`config.mk`:
```
export PLATFORM = sky130hd
export DESIGN_NAME = json_string_unescape_utf8
export DESIGN_NICKNAME = d
export VERILOG_FILES = /design/src/rtl/jsu_pkg.sv /design/src/rtl/json_string_unescape_utf8.sv
export SDC_FILE = /design/constraint.sdc
export NUM_CORES = 1
export LEC_CHECK = 0
export BUFFER_PORTS_ARGS = -buffer_cell sky130_fd_sc_hd__buf_2
export CORE_MARGIN = 1
export CORE_UTILIZATION = 45
export CTS_CLUSTER_DIAMETER = 200
export DETAILED_ROUTE_END_ITERATION = 8
export GPL_TIMING_DRIVEN = 0
export PLACE_DENSITY = 0.6
export SYNTH_ARGS = -nofsm -noshare
export SYNTH_HDL_FRONTEND = slang
export SYNTH_SLANG_ARGS = --single-unit
```
`constraint.sdc`:
```
create_clock -name i_clk -period 5.8 [get_ports i_clk]
set_clock_uncertainty 0.15 [all_clocks]
set_input_delay 0 -clock i_clk [delete_from_list [all_inputs] [get_ports i_clk]]
set_output_delay 0 -clock i_clk [all_outputs]
set_load 0.01 [all_outputs]
```
`src/rtl/jsu_pkg.sv`:
```
// Package with the types, character codes and helper functions of the JSON string unescaper.
package jsu_pkg;

    // Decoder phases.
    typedef enum logic [2:0] {
        PH_WAIT    = 3'd0,
        PH_BODY    = 3'd1,
        PH_ESC     = 3'd2,
        PH_HEX     = 3'd3,
        PH_LOW_BSL = 3'd4,
        PH_LOW_U   = 3'd5,
        PH_LOW_HEX = 3'd6
    } t_phase;

    // Result kinds carried on the output tuser.
    localparam logic [1:0] KIND_BYTE  = 2'd0;
    localparam logic [1:0] KIND_CLOSE = 2'd1;
    localparam logic [1:0] KIND_ERROR = 2'd2;

    // Error codes.
    localparam logic [3:0] ERR_QUOTE_EXPECTED = 4'd0;
    localparam logic [3:0] ERR_CONTROL_CHAR   = 4'd1;
    localparam logic [3:0] ERR_BAD_ESC_END    = 4'd2;
    localparam logic [3:0] ERR_INVALID_ESC    = 4'd3;
    localparam logic [3:0] ERR_INCOMPLETE_HEX = 4'd4;
    localparam logic [3:0] ERR_BAD_HEX        = 4'd5;
    localparam logic [3:0] ERR_MISSING_LOW    = 4'd6;
    localparam logic [3:0] ERR_BAD_LOW        = 4'd7;
    localparam logic [3:0] ERR_UNTERMINATED   = 4'd8;

    // Character codes.
    localparam logic [7:0] CH_QUOTE     = 8'h22;
    localparam logic [7:0] CH_BACKSLASH = 8'h5C;
    localparam logic [7:0] CH_SLASH     = 8'h2F;
    localparam logic [7:0] CH_B         = 8'h62;
    localparam logic [7:0] CH_F         = 8'h66;
    localparam logic [7:0] CH_N         = 8'h6E;
    localparam logic [7:0] CH_R         = 8'h72;
    localparam logic [7:0] CH_T         = 8'h74;
    localparam logic [7:0] CH_U         = 8'h75;
    localparam logic [7:0] CH_SPACE     = 8'h20;

    // Control bytes produced by the simple escapes.
    localparam logic [7:0] BYTE_BS = 8'h08;
    localparam logic [7:0] BYTE_FF = 8'h0C;
    localparam logic [7:0] BYTE_LF = 8'h0A;
    localparam logic [7:0] BYTE_CR = 8'h0D;
    localparam logic [7:0] BYTE_HT = 8'h09;

    // Surrogate ranges.
    localparam logic [15:0] HIGH_SUR_FIRST = 16'hD800;
    localparam logic [15:0] HIGH_SUR_LAST  = 16'hDBFF;
    localparam logic [15:0] LOW_SUR_FIRST  = 16'hDC00;
    localparam logic [15:0] LOW_SUR_LAST   = 16'hDFFF;

    // Most results a single input item can cause.
    localparam int MAX_RESULTS = 4;

    // Depth of the result queue and its pointer width.
    localparam int QUEUE_DEPTH = 8;
    localparam int QPTR_W      = $clog2(QUEUE_DEPTH);
    localparam int QCNT_W      = $clog2(QUEUE_DEPTH + 1);

    // One queued result.
    typedef struct packed {
        logic [1:0] kind;
        logic [7:0] data;
        logic [3:0] err;
        logic       last;
    } t_result;

    // UTF-8 form of one code point: byte count and bytes, first in slot 0.
    typedef struct packed {
        logic [2:0]      count;
        logic [3:0][7:0] bytes;
    } t_utf8;

    // Hex digit check and value.
    typedef struct packed {
        logic       ok;
        logic [3:0] value;
    } t_hex;

    function automatic t_hex hex_digit(input logic [7:0] c);
        t_hex h;
        h.ok    = 1'b1;
        h.value = 4'd0;
        if (c >= 8'h30 && c <= 8'h39) begin
            h.value = 4'(c - 8'h30);
        end else if (c >= 8'h61 && c <= 8'h66) begin
            h.value = 4'(c - 8'h57);
        end else if (c >= 8'h41 && c <= 8'h46) begin
            h.value = 4'(c - 8'h37);
        end else begin
            h.ok = 1'b0;
        end
        return h;
    endfunction

    // UTF-8 encoding of a code point up to 21 bits.
    function automatic t_utf8 utf8_encode(input logic [20:0] cp);
        t_utf8 u;
        u.bytes = '0;
        if (cp <= 21'h7F) begin
            u.count    = 3'd1;
            u.bytes[0] = {1'b0, cp[6:0]};
        end else if (cp <= 21'h7FF) begin
            u.count    = 3'd2;
            u.bytes[0] = {3'b110, cp[10:6]};
            u.bytes[1] = {2'b10, cp[5:0]};
        end else if (cp <= 21'hFFFF) begin
            u.count    = 3'd3;
            u.bytes[0] = {4'b1110, cp[15:12]};
            u.bytes[1] = {2'b10, cp[11:6]};
            u.bytes[2] = {2'b10, cp[5:0]};
        end else begin
            u.count    = 3'd4;
            u.bytes[0] = {5'b11110, cp[20:18]};
            u.bytes[1] = {2'b10, cp[17:12]};
            u.bytes[2] = {2'b10, cp[11:6]};
            u.bytes[3] = {2'b10, cp[5:0]};
        end
        return u;
    endfunction

endpackage

```
`src/rtl/json_string_unescape_utf8.sv`:
```
// JSON string unescaper: decodes a string literal byte stream into UTF-8 result transfers.
// The first result of an input transfer passes the input register and then the result queue;
// further results of the same item follow one per cycle while the output is ready.
// Throughput: one input transfer per cycle while the result queue has room for four results;
// the output drains one result per cycle while ready; queue depth sets how long bursts are absorbed.
// Reset: synchronous, active low; the decoder waits for an opening quote and the queue is empty.
module json_string_unescape_utf8 (
    input  logic        i_clk,
    input  logic        i_rst_n,
    input  logic        i_s_axis_tvalid,
    output logic        o_s_axis_tready,
    input  logic [7:0]  i_s_axis_tdata,   // [7:0] data_byte
    input  logic        i_s_axis_tuser,   // [0] text_ended
    output logic        o_m_axis_tvalid,
    input  logic        i_m_axis_tready,
    output logic [15:0] o_m_axis_tdata,   // [7:0] out_byte, [11:8] error_code, [15:12] zero
    output logic [1:0]  o_m_axis_tuser,   // [1:0] result_kind
    output logic        o_m_axis_tlast    // last_of_run
);
    import jsu_pkg::*;

    // Input register.
    logic       r_in_valid;
    logic [7:0] r_in_byte;
    logic       r_in_ended;

    // Decoder state.
    t_phase      r_phase, n_phase;
    logic [1:0]  r_hex_cnt, n_hex_cnt;
    logic [15:0] r_acc, n_acc;
    logic [9:0]  r_high_bits, n_high_bits;

    // Result queue.
    t_result           r_queue [QUEUE_DEPTH];
    logic [QPTR_W-1:0] r_wr_ptr;
    logic [QPTR_W-1:0] r_rd_ptr;
    logic [QCNT_W-1:0] r_count;

    // Results of the item under decode.
    logic [2:0]  res_n;
    logic [1:0]  res_kind [MAX_RESULTS];
    logic [7:0]  res_byte [MAX_RESULTS];
    logic [3:0]  res_err;

    logic        decode_go;
    logic        push_ok;
    logic        pop;
    logic        in_take;
    t_hex        hex;
    logic [15:0] acc_next;
    logic [20:0] pair_cp;
    t_utf8       utf8;

    // The decoder may fire only when the queue can take a full burst of results.
    assign push_ok   = (r_count <= QCNT_W'(QUEUE_DEPTH - MAX_RESULTS));
    assign decode_go = r_in_valid && push_ok;
    assign o_s_axis_tready = !r_in_valid || push_ok;
    assign in_take   = i_s_axis_tvalid && o_s_axis_tready;

    // Hex accumulation and code point candidates.
    assign hex      = hex_digit(r_in_byte);
    assign acc_next = {r_acc[11:0], hex.value};
    assign pair_cp  = {11'(r_high_bits) + 11'd64, acc_next[9:0]};
    assign utf8     = utf8_encode((r_phase == PH_LOW_HEX) ? pair_cp : {5'd0, acc_next});

    // Next state and results for the item in the input register.
    always_comb begin
        n_phase     = r_phase;
        n_hex_cnt   = r_hex_cnt;
        n_acc       = r_acc;
        n_high_bits = r_high_bits;
        res_n       = 3'd0;
        res_err     = ERR_QUOTE_EXPECTED;
        for (int k = 0; k < MAX_RESULTS; k++) begin
            res_kind[k] = KIND_BYTE;
            res_byte[k] = 8'd0;
        end
        unique case (r_phase)
            PH_WAIT: begin
                if (!r_in_ended) begin
                    if (r_in_byte == CH_QUOTE) begin
                        n_phase = PH_BODY;
                    end else begin
                        res_n       = 3'd1;
                        res_kind[0] = KIND_ERROR;
                        res_err     = ERR_QUOTE_EXPECTED;
                    end
                end
            end
            PH_BODY: begin
                res_n = 3'd1;
                if (r_in_ended) begin
                    n_phase     = PH_WAIT;
                    res_kind[0] = KIND_ERROR;
                    res_err     = ERR_UNTERMINATED;
                end else if (r_in_byte == CH_QUOTE) begin
                    n_phase     = PH_WAIT;
                    res_kind[0] = KIND_CLOSE;
                end else if (r_in_byte < CH_SPACE) begin
                    n_phase     = PH_WAIT;
                    res_kind[0] = KIND_ERROR;
                    res_err     = ERR_CONTROL_CHAR;
                end else if (r_in_byte == CH_BACKSLASH) begin
                    n_phase = PH_ESC;
                    res_n   = 3'd0;
                end else begin
                    res_byte[0] = r_in_byte;
                end
            end
            PH_ESC: begin
                res_n = 3'd1;
                if (r_in_ended) begin
                    n_phase     = PH_WAIT;
                    res_kind[0] = KIND_ERROR;
                    res_err     = ERR_BAD_ESC_END;
                end else begin
                    n_phase = PH_BODY;
                    case (r_in_byte) inside
                        CH_QUOTE, CH_BACKSLASH, CH_SLASH: res_byte[0] = r_in_byte;
                        CH_B: res_byte[0] = BYTE_BS;
                        CH_F: res_byte[0] = BYTE_FF;
                        CH_N: res_byte[0] = BYTE_LF;
                        CH_R: res_byte[0] = BYTE_CR;
                        CH_T: res_byte[0] = BYTE_HT;
                        CH_U: begin
                            n_phase   = PH_HEX;
                            n_hex_cnt = 2'd0;
                            n_acc     = 16'd0;
                            res_n     = 3'd0;
                        end
                        default: begin
                            n_phase     = PH_WAIT;
                            res_kind[0] = KIND_ERROR;
                            res_err     = ERR_INVALID_ESC;
                        end
                    endcase
                end
            end
            PH_LOW_BSL: begin
                if (r_in_ended || r_in_byte != CH_BACKSLASH) begin
                    n_phase     = PH_WAIT;
                    res_n       = 3'd1;
                    res_kind[0] = KIND_ERROR;
                    res_err     = ERR_MISSING_LOW;
                end else begin
                    n_phase = PH_LOW_U;
                end
            end
            PH_LOW_U: begin
                if (r_in_ended || r_in_byte != CH_U) begin
                    n_phase     = PH_WAIT;
                    res_n       = 3'd1;
                    res_kind[0] = KIND_ERROR;
                    res_err     = ERR_MISSING_LOW;
                end else begin
                    n_phase   = PH_LOW_HEX;
                    n_hex_cnt = 2'd0;
                    n_acc     = 16'd0;
                end
            end
            PH_HEX, PH_LOW_HEX: begin
                if (r_in_ended) begin
                    n_phase     = PH_WAIT;
                    res_n       = 3'd1;
                    res_kind[0] = KIND_ERROR;
                    res_err     = ERR_INCOMPLETE_HEX;
                end else if (!hex.ok) begin
                    n_phase     = PH_WAIT;
                    res_n       = 3'd1;
                    res_kind[0] = KIND_ERROR;
                    res_err     = ERR_BAD_HEX;
                end else begin
                    n_acc = acc_next;
                    if (r_hex_cnt != 2'd3) begin
                        n_hex_cnt = r_hex_cnt + 2'd1;
                    end else begin
                        n_hex_cnt = 2'd0;
                        if (r_phase == PH_HEX && acc_next >= HIGH_SUR_FIRST
                                && acc_next <= HIGH_SUR_LAST) begin
                            // High surrogate: keep its ten bits and expect the low half.
                            n_high_bits = acc_next[9:0];
                            n_phase     = PH_LOW_BSL;
                        end else if (r_phase == PH_LOW_HEX && (acc_next < LOW_SUR_FIRST
                                || acc_next > LOW_SUR_LAST)) begin
                            n_phase     = PH_WAIT;
                            res_n       = 3'd1;
                            res_kind[0] = KIND_ERROR;
                            res_err     = ERR_BAD_LOW;
                        end else begin
                            n_phase = PH_BODY;
                            res_n   = utf8.count;
                            for (int k = 0; k < MAX_RESULTS; k++) begin
                                res_byte[k] = utf8.bytes[k];
                            end
                        end
                    end
                end
            end
            default: begin
                n_phase = PH_WAIT;
            end
        endcase
    end

    // Input register and decoder state.
    always_ff @(posedge i_clk) begin
        if (!i_rst_n) begin
            r_in_valid  <= 1'b0;
            r_phase     <= PH_WAIT;
            r_hex_cnt   <= 2'd0;
            r_acc       <= 16'd0;
            r_high_bits <= 10'd0;
        end else begin
            if (in_take) begin
                r_in_valid <= 1'b1;
            end else if (decode_go) begin
                r_in_valid <= 1'b0;
            end
            if (decode_go) begin
                r_phase     <= n_phase;
                r_hex_cnt   <= n_hex_cnt;
                r_acc       <= n_acc;
                r_high_bits <= n_high_bits;
            end
        end
    end

    // Input payload needs no reset.
    always_ff @(posedge i_clk) begin
        if (in_take) begin
            r_in_byte  <= i_s_axis_tdata;
            r_in_ended <= i_s_axis_tuser;
        end
    end

    // Queue write: up to four results at consecutive slots.
    always_ff @(posedge i_clk) begin
        if (decode_go) begin
            for (int k = 0; k < MAX_RESULTS; k++) begin
                if (3'(k) < res_n) begin
                    r_queue[r_wr_ptr + QPTR_W'(k)] <= '{
                        kind: res_kind[k],
                        data: (res_kind[k] == KIND_BYTE) ? res_byte[k] : 8'd0,
                        err:  (res_kind[k] == KIND_ERROR) ? res_err : 4'd0,
                        last: (3'(k) == res_n - 3'd1)
                    };
                end
            end
        end
    end

    // Queue pointers and fill count.
    assign pop = o_m_axis_tvalid && i_m_axis_tready;

    always_ff @(posedge i_clk) begin
        if (!i_rst_n) begin
            r_wr_ptr <= '0;
            r_rd_ptr <= '0;
            r_count  <= '0;
        end else begin
            if (decode_go) begin
                r_wr_ptr <= r_wr_ptr + QPTR_W'(res_n);
            end
            if (pop) begin
                r_rd_ptr <= r_rd_ptr + QPTR_W'(1);
            end
            r_count <= r_count + (decode_go ? QCNT_W'(res_n) : QCNT_W'(0))
                               - (pop ? QCNT_W'(1) : QCNT_W'(0));
        end
    end

    // Master side shows the head of the queue.
    assign o_m_axis_tvalid = (r_count != '0);
    assign o_m_axis_tdata  = {4'd0, r_queue[r_rd_ptr].err, r_queue[r_rd_ptr].data};
    assign o_m_axis_tuser  = r_queue[r_rd_ptr].kind;
    assign o_m_axis_tlast  = r_queue[r_rd_ptr].last;

endmodule
```
==> impl_metrics.json <==
{
  "cpPeakStageDelay_ns": 1.00,
  "root_buffer": "clkbuf_16",
  "yosys-mux-area-fraction": 0.1279,
  "startpoint": "r_in_byte[1]",
  "synth_compound_area_frac": 0.1872,
  "grt_max_degree": 21,
  "synth_flop_cell": "dfxtp_1",
  "netlist_instances": 1167,
  "start_kind": "register",
  "timing.slew.headroom": 0.1750,
  "core_area_um2": 23540,
  "grt_setup_unrepaired": "no",
  "routed_wl_um": 37510,
  "worstSetupEndpointType": "register",
  "pre_cts_ws_ns": 1.595,
  "clockBufferDepth": 2,
  "fillers": 2223,
  "hpwlAfterDp_um": 27960,
  "cts_made_buffers": 17,
  "num-nets-final": 1264,
  "place_area_um2": 11410,
  "antenna_found_initial": 1,
  "seqPwrFrac": 0.403,
  "ys_top_cells_by_area": "edfxtp_1, dfxtp_1, mux4_2, mux2i_1, nand2_1",
  "p_total_mw": 3.385,
  "synth_top_family_by_area": "simple AND/OR/NAND/NOR gates",
  "h-tree-depth": 4,
  "drt-wirelength-per-cell_um": 23.96,
  "track_usage": 0.3097,
  "cts_tree": "yes",
  "r2r_end": "r_queue[2][6]",
  "yosys.area_share.adder": 0.02219,
  "seqCellArea_um2": 4134,
  "period_share": 0.7465,
  "final_antenna_net_count": 0,
  "vias_per_cell": 6.346,
  "finalHoldViolCount": 0,
  "p_leak_nw": 4.635,
  "path_class": "register to register",
  "cp.required_ns": 5.90,
  "die_h_um": 157.1,
  "synth.distinct_cells": 88,
  "synth_seq_cells": 170,
  "clock_latency_ns": 0.45,
  "fmax_mhz": 231.0,
  "synthArstFlopShare": 0,
  "p_sw_mw": 1.104,
  "path_buf_inv": 2,
  "vdd_drop_max_mv": 0.2113,
  "period_minus_slack_ns": 4.330,
  "yosys_warnings": 0,
  "diodes": 0,
  "ys_seq_area_frac": 0.3818,
  "ios": 34,
  "p_per_area_nw_per_um2": 277.8,
  "die-area_um2": 24680,
  "drt_pass1_iterations": 9,
  "synthToLayoutAreaGrowth_pct": 12.55,
  "cp.arrival_ns": 4.43,
  "setup-tns-final_ns": 0,
  "worst_pin_slew_ns": 1.232,
  "overflow": 0,
  "p_comb_frac": 0.230,
  "clk_transition_reported_paths_ns": 0.08,
  "status": "finished with violations",
  "synth-simple-area-share": 0.2225,
  "synthesis.area_um2": 10830,
  "std_cell_rows": 56,
  "cp_num_cells": 11,
  "vias": 9931,
  "cts.sinks": 170,
  "ff2ff_path_depth": 11,
  "cellInternalPower_mw": 2.281,
  "path_cells": "inv_1, ha_1, nor4b_2, a211oi_2, a221oi_4, buf_2, nor2_1, a211oi_1, o211ai_1, nand2b_1, a31oi_1",
  "r2r_start": "r_in_byte[1]",
  "synth_top_area_frac": 0.2025,
  "whs_ns": 0.1057,
  "finalInstanceArea_um2": 12190,
  "grt_pass1_wl_um": 55950,
  "place_congestion": 1.041,
  "r2r_setup_slack_ns": 1.47,
  "setup_viol": 0,
  "crit_path_top_delay_cell": "o211ai_1",
  "cap_violations": 0,
  "port_buffers": 28,
  "holdCritStartpoint": "i_s_axis_tdata[6]",
  "synth_top_area_cell": "edfxtp_1",
  "first_global_vias": 9054,
  "critPathTopFamily": "compound AO/OA/AOI/OAI gates",
  "initial_core_util": 0.4599,
  "finalWorstSetupSlack_ns": 1.470,
  "crit_end": "r_queue[2][6]",
  "dieWidth_um": 157.1,
  "final_cell_mix": "nand2_1, nor2_1, dfxtp_1",
  "synthXorXnorAreaFrac": 0.01133,
  "swShare": 0.3261,
  "synth_edf_count": 73,
  "final_common_cell": "nand2_1",
  "drt-initial-drc-count": 1134,
  "syn_area_per_cell_um2": 9.277,
  "pwr-share-clk": 0.367,
  "maxSlewViolCount": 0,
  "worstPathMaxFanout": 10,
  "violations": "design-rule violations",
  "final_layout_size_suffix_gt1_frac": 0.1517,
  "multi_input_area_um2": 6218,
  "hold_path_class": "input pin to register",
  "drc": 3
}
-- flip-flops by register name, summed over array words and instances, names as in the netlist, named ones only --
register     cells
r_wr_ptr         3
r_in_valid       1
r_acc           12
r_rd_ptr         3
r_count          4
r_in_byte        8
r_hex_cnt        2
r_in_ended       1
r_phase          3
r_queue        120
r_high_bits     10
-- cells in the mapped netlist, types with 15 or more instances --
master	instances
nand3_1	36
mux2i_1	54
a22oi_1	16
nand2_1	126
o21ai_0	43
ha_1	16
mux4_2	30
mux2_2	15
o221ai_1	15
a31oi_1	25
dfxtp_1	97
nand2b_1	25
buf_2	20
nor2_1	98
o21ai_1	15
and2_1	29
nor2b_1	31
clkbuf_1	35
nor3_1	24
a21oi_1	80
and3_1	21
edfxtp_1	73
inv_1	29
o211ai_1	16
-- layout make-up --
type,instances,area share
timing repair buffer,44,0.02423
buffer,77,0.03255
multi-input combinational,894,0.5103
tap,319,0.03276
clock inverter,14,0.01499
clock buffer,18,0.03696
sequential,170,0.3393
inverter,29,0.008933
-- metrics by stage --
step | cells | util
3_3_place_gp | 1517 | 0.4833
4_1_cts | 1565 | 0.5176
3_5_place_dp | 1519 | 0.4847
2_1_floorplan | 1170 | -
5_1_grt | 1565 | 0.5176
6_report | 1565 | 0.5176
-- what timing repair did --
item / in CTS / in global routing
setup buffers: 0 / 0
endpoints found under the hold margin: 40 / 0
hold buffers: 14 / 0
resized for setup: 0 / 0
-- worst min path at each step --
stage | endpoint | slack (ns) | depth (start not counted)
after detailed placement | r_in_byte[2] | 0.03 | 1
after global routing | r_in_byte[3] | 0.12 | 2
after global placement | r_in_byte[2] | 0.03 | 1
after CTS | r_in_byte[6] | 0.1 | 2
final | r_in_byte[6] | 0.11 | 2
after floorplan | r_in_byte[0] | -0.05 | 0
-- cells by family (layout without fill, tap and decap cells) --
kind of cell    after synthesis  count (layout)
mux                          99              99
fa+ha+maj                    18              18
buf+inv                     106             182
flops                       170             170
xor+xnor                     14              14
simple gates                463             463
compound gates              296             296
other cells                   1               4
-- routing by layer --
metal  GRT usage  share of wire
met1      0.4231           0.43
met5           0        0.00032
met4      0.1415          0.049
met3     0.04378          0.076
met2      0.4849           0.44
-- power by group through the flow --
stage | clock (mW) | sequential (mW) | combinational (mW)
floorplan | 0 | 1.38 | 0.544
global placement | 0 | 1.39 | 0.760
detailed placement | 0 | 1.39 | 0.767
CTS | 1.25 | 1.37 | 0.780
global route | 1.29 | 1.38 | 0.853
finish | 1.24 | 1.37 | 0.778
(Power assumes the default switching activity.)
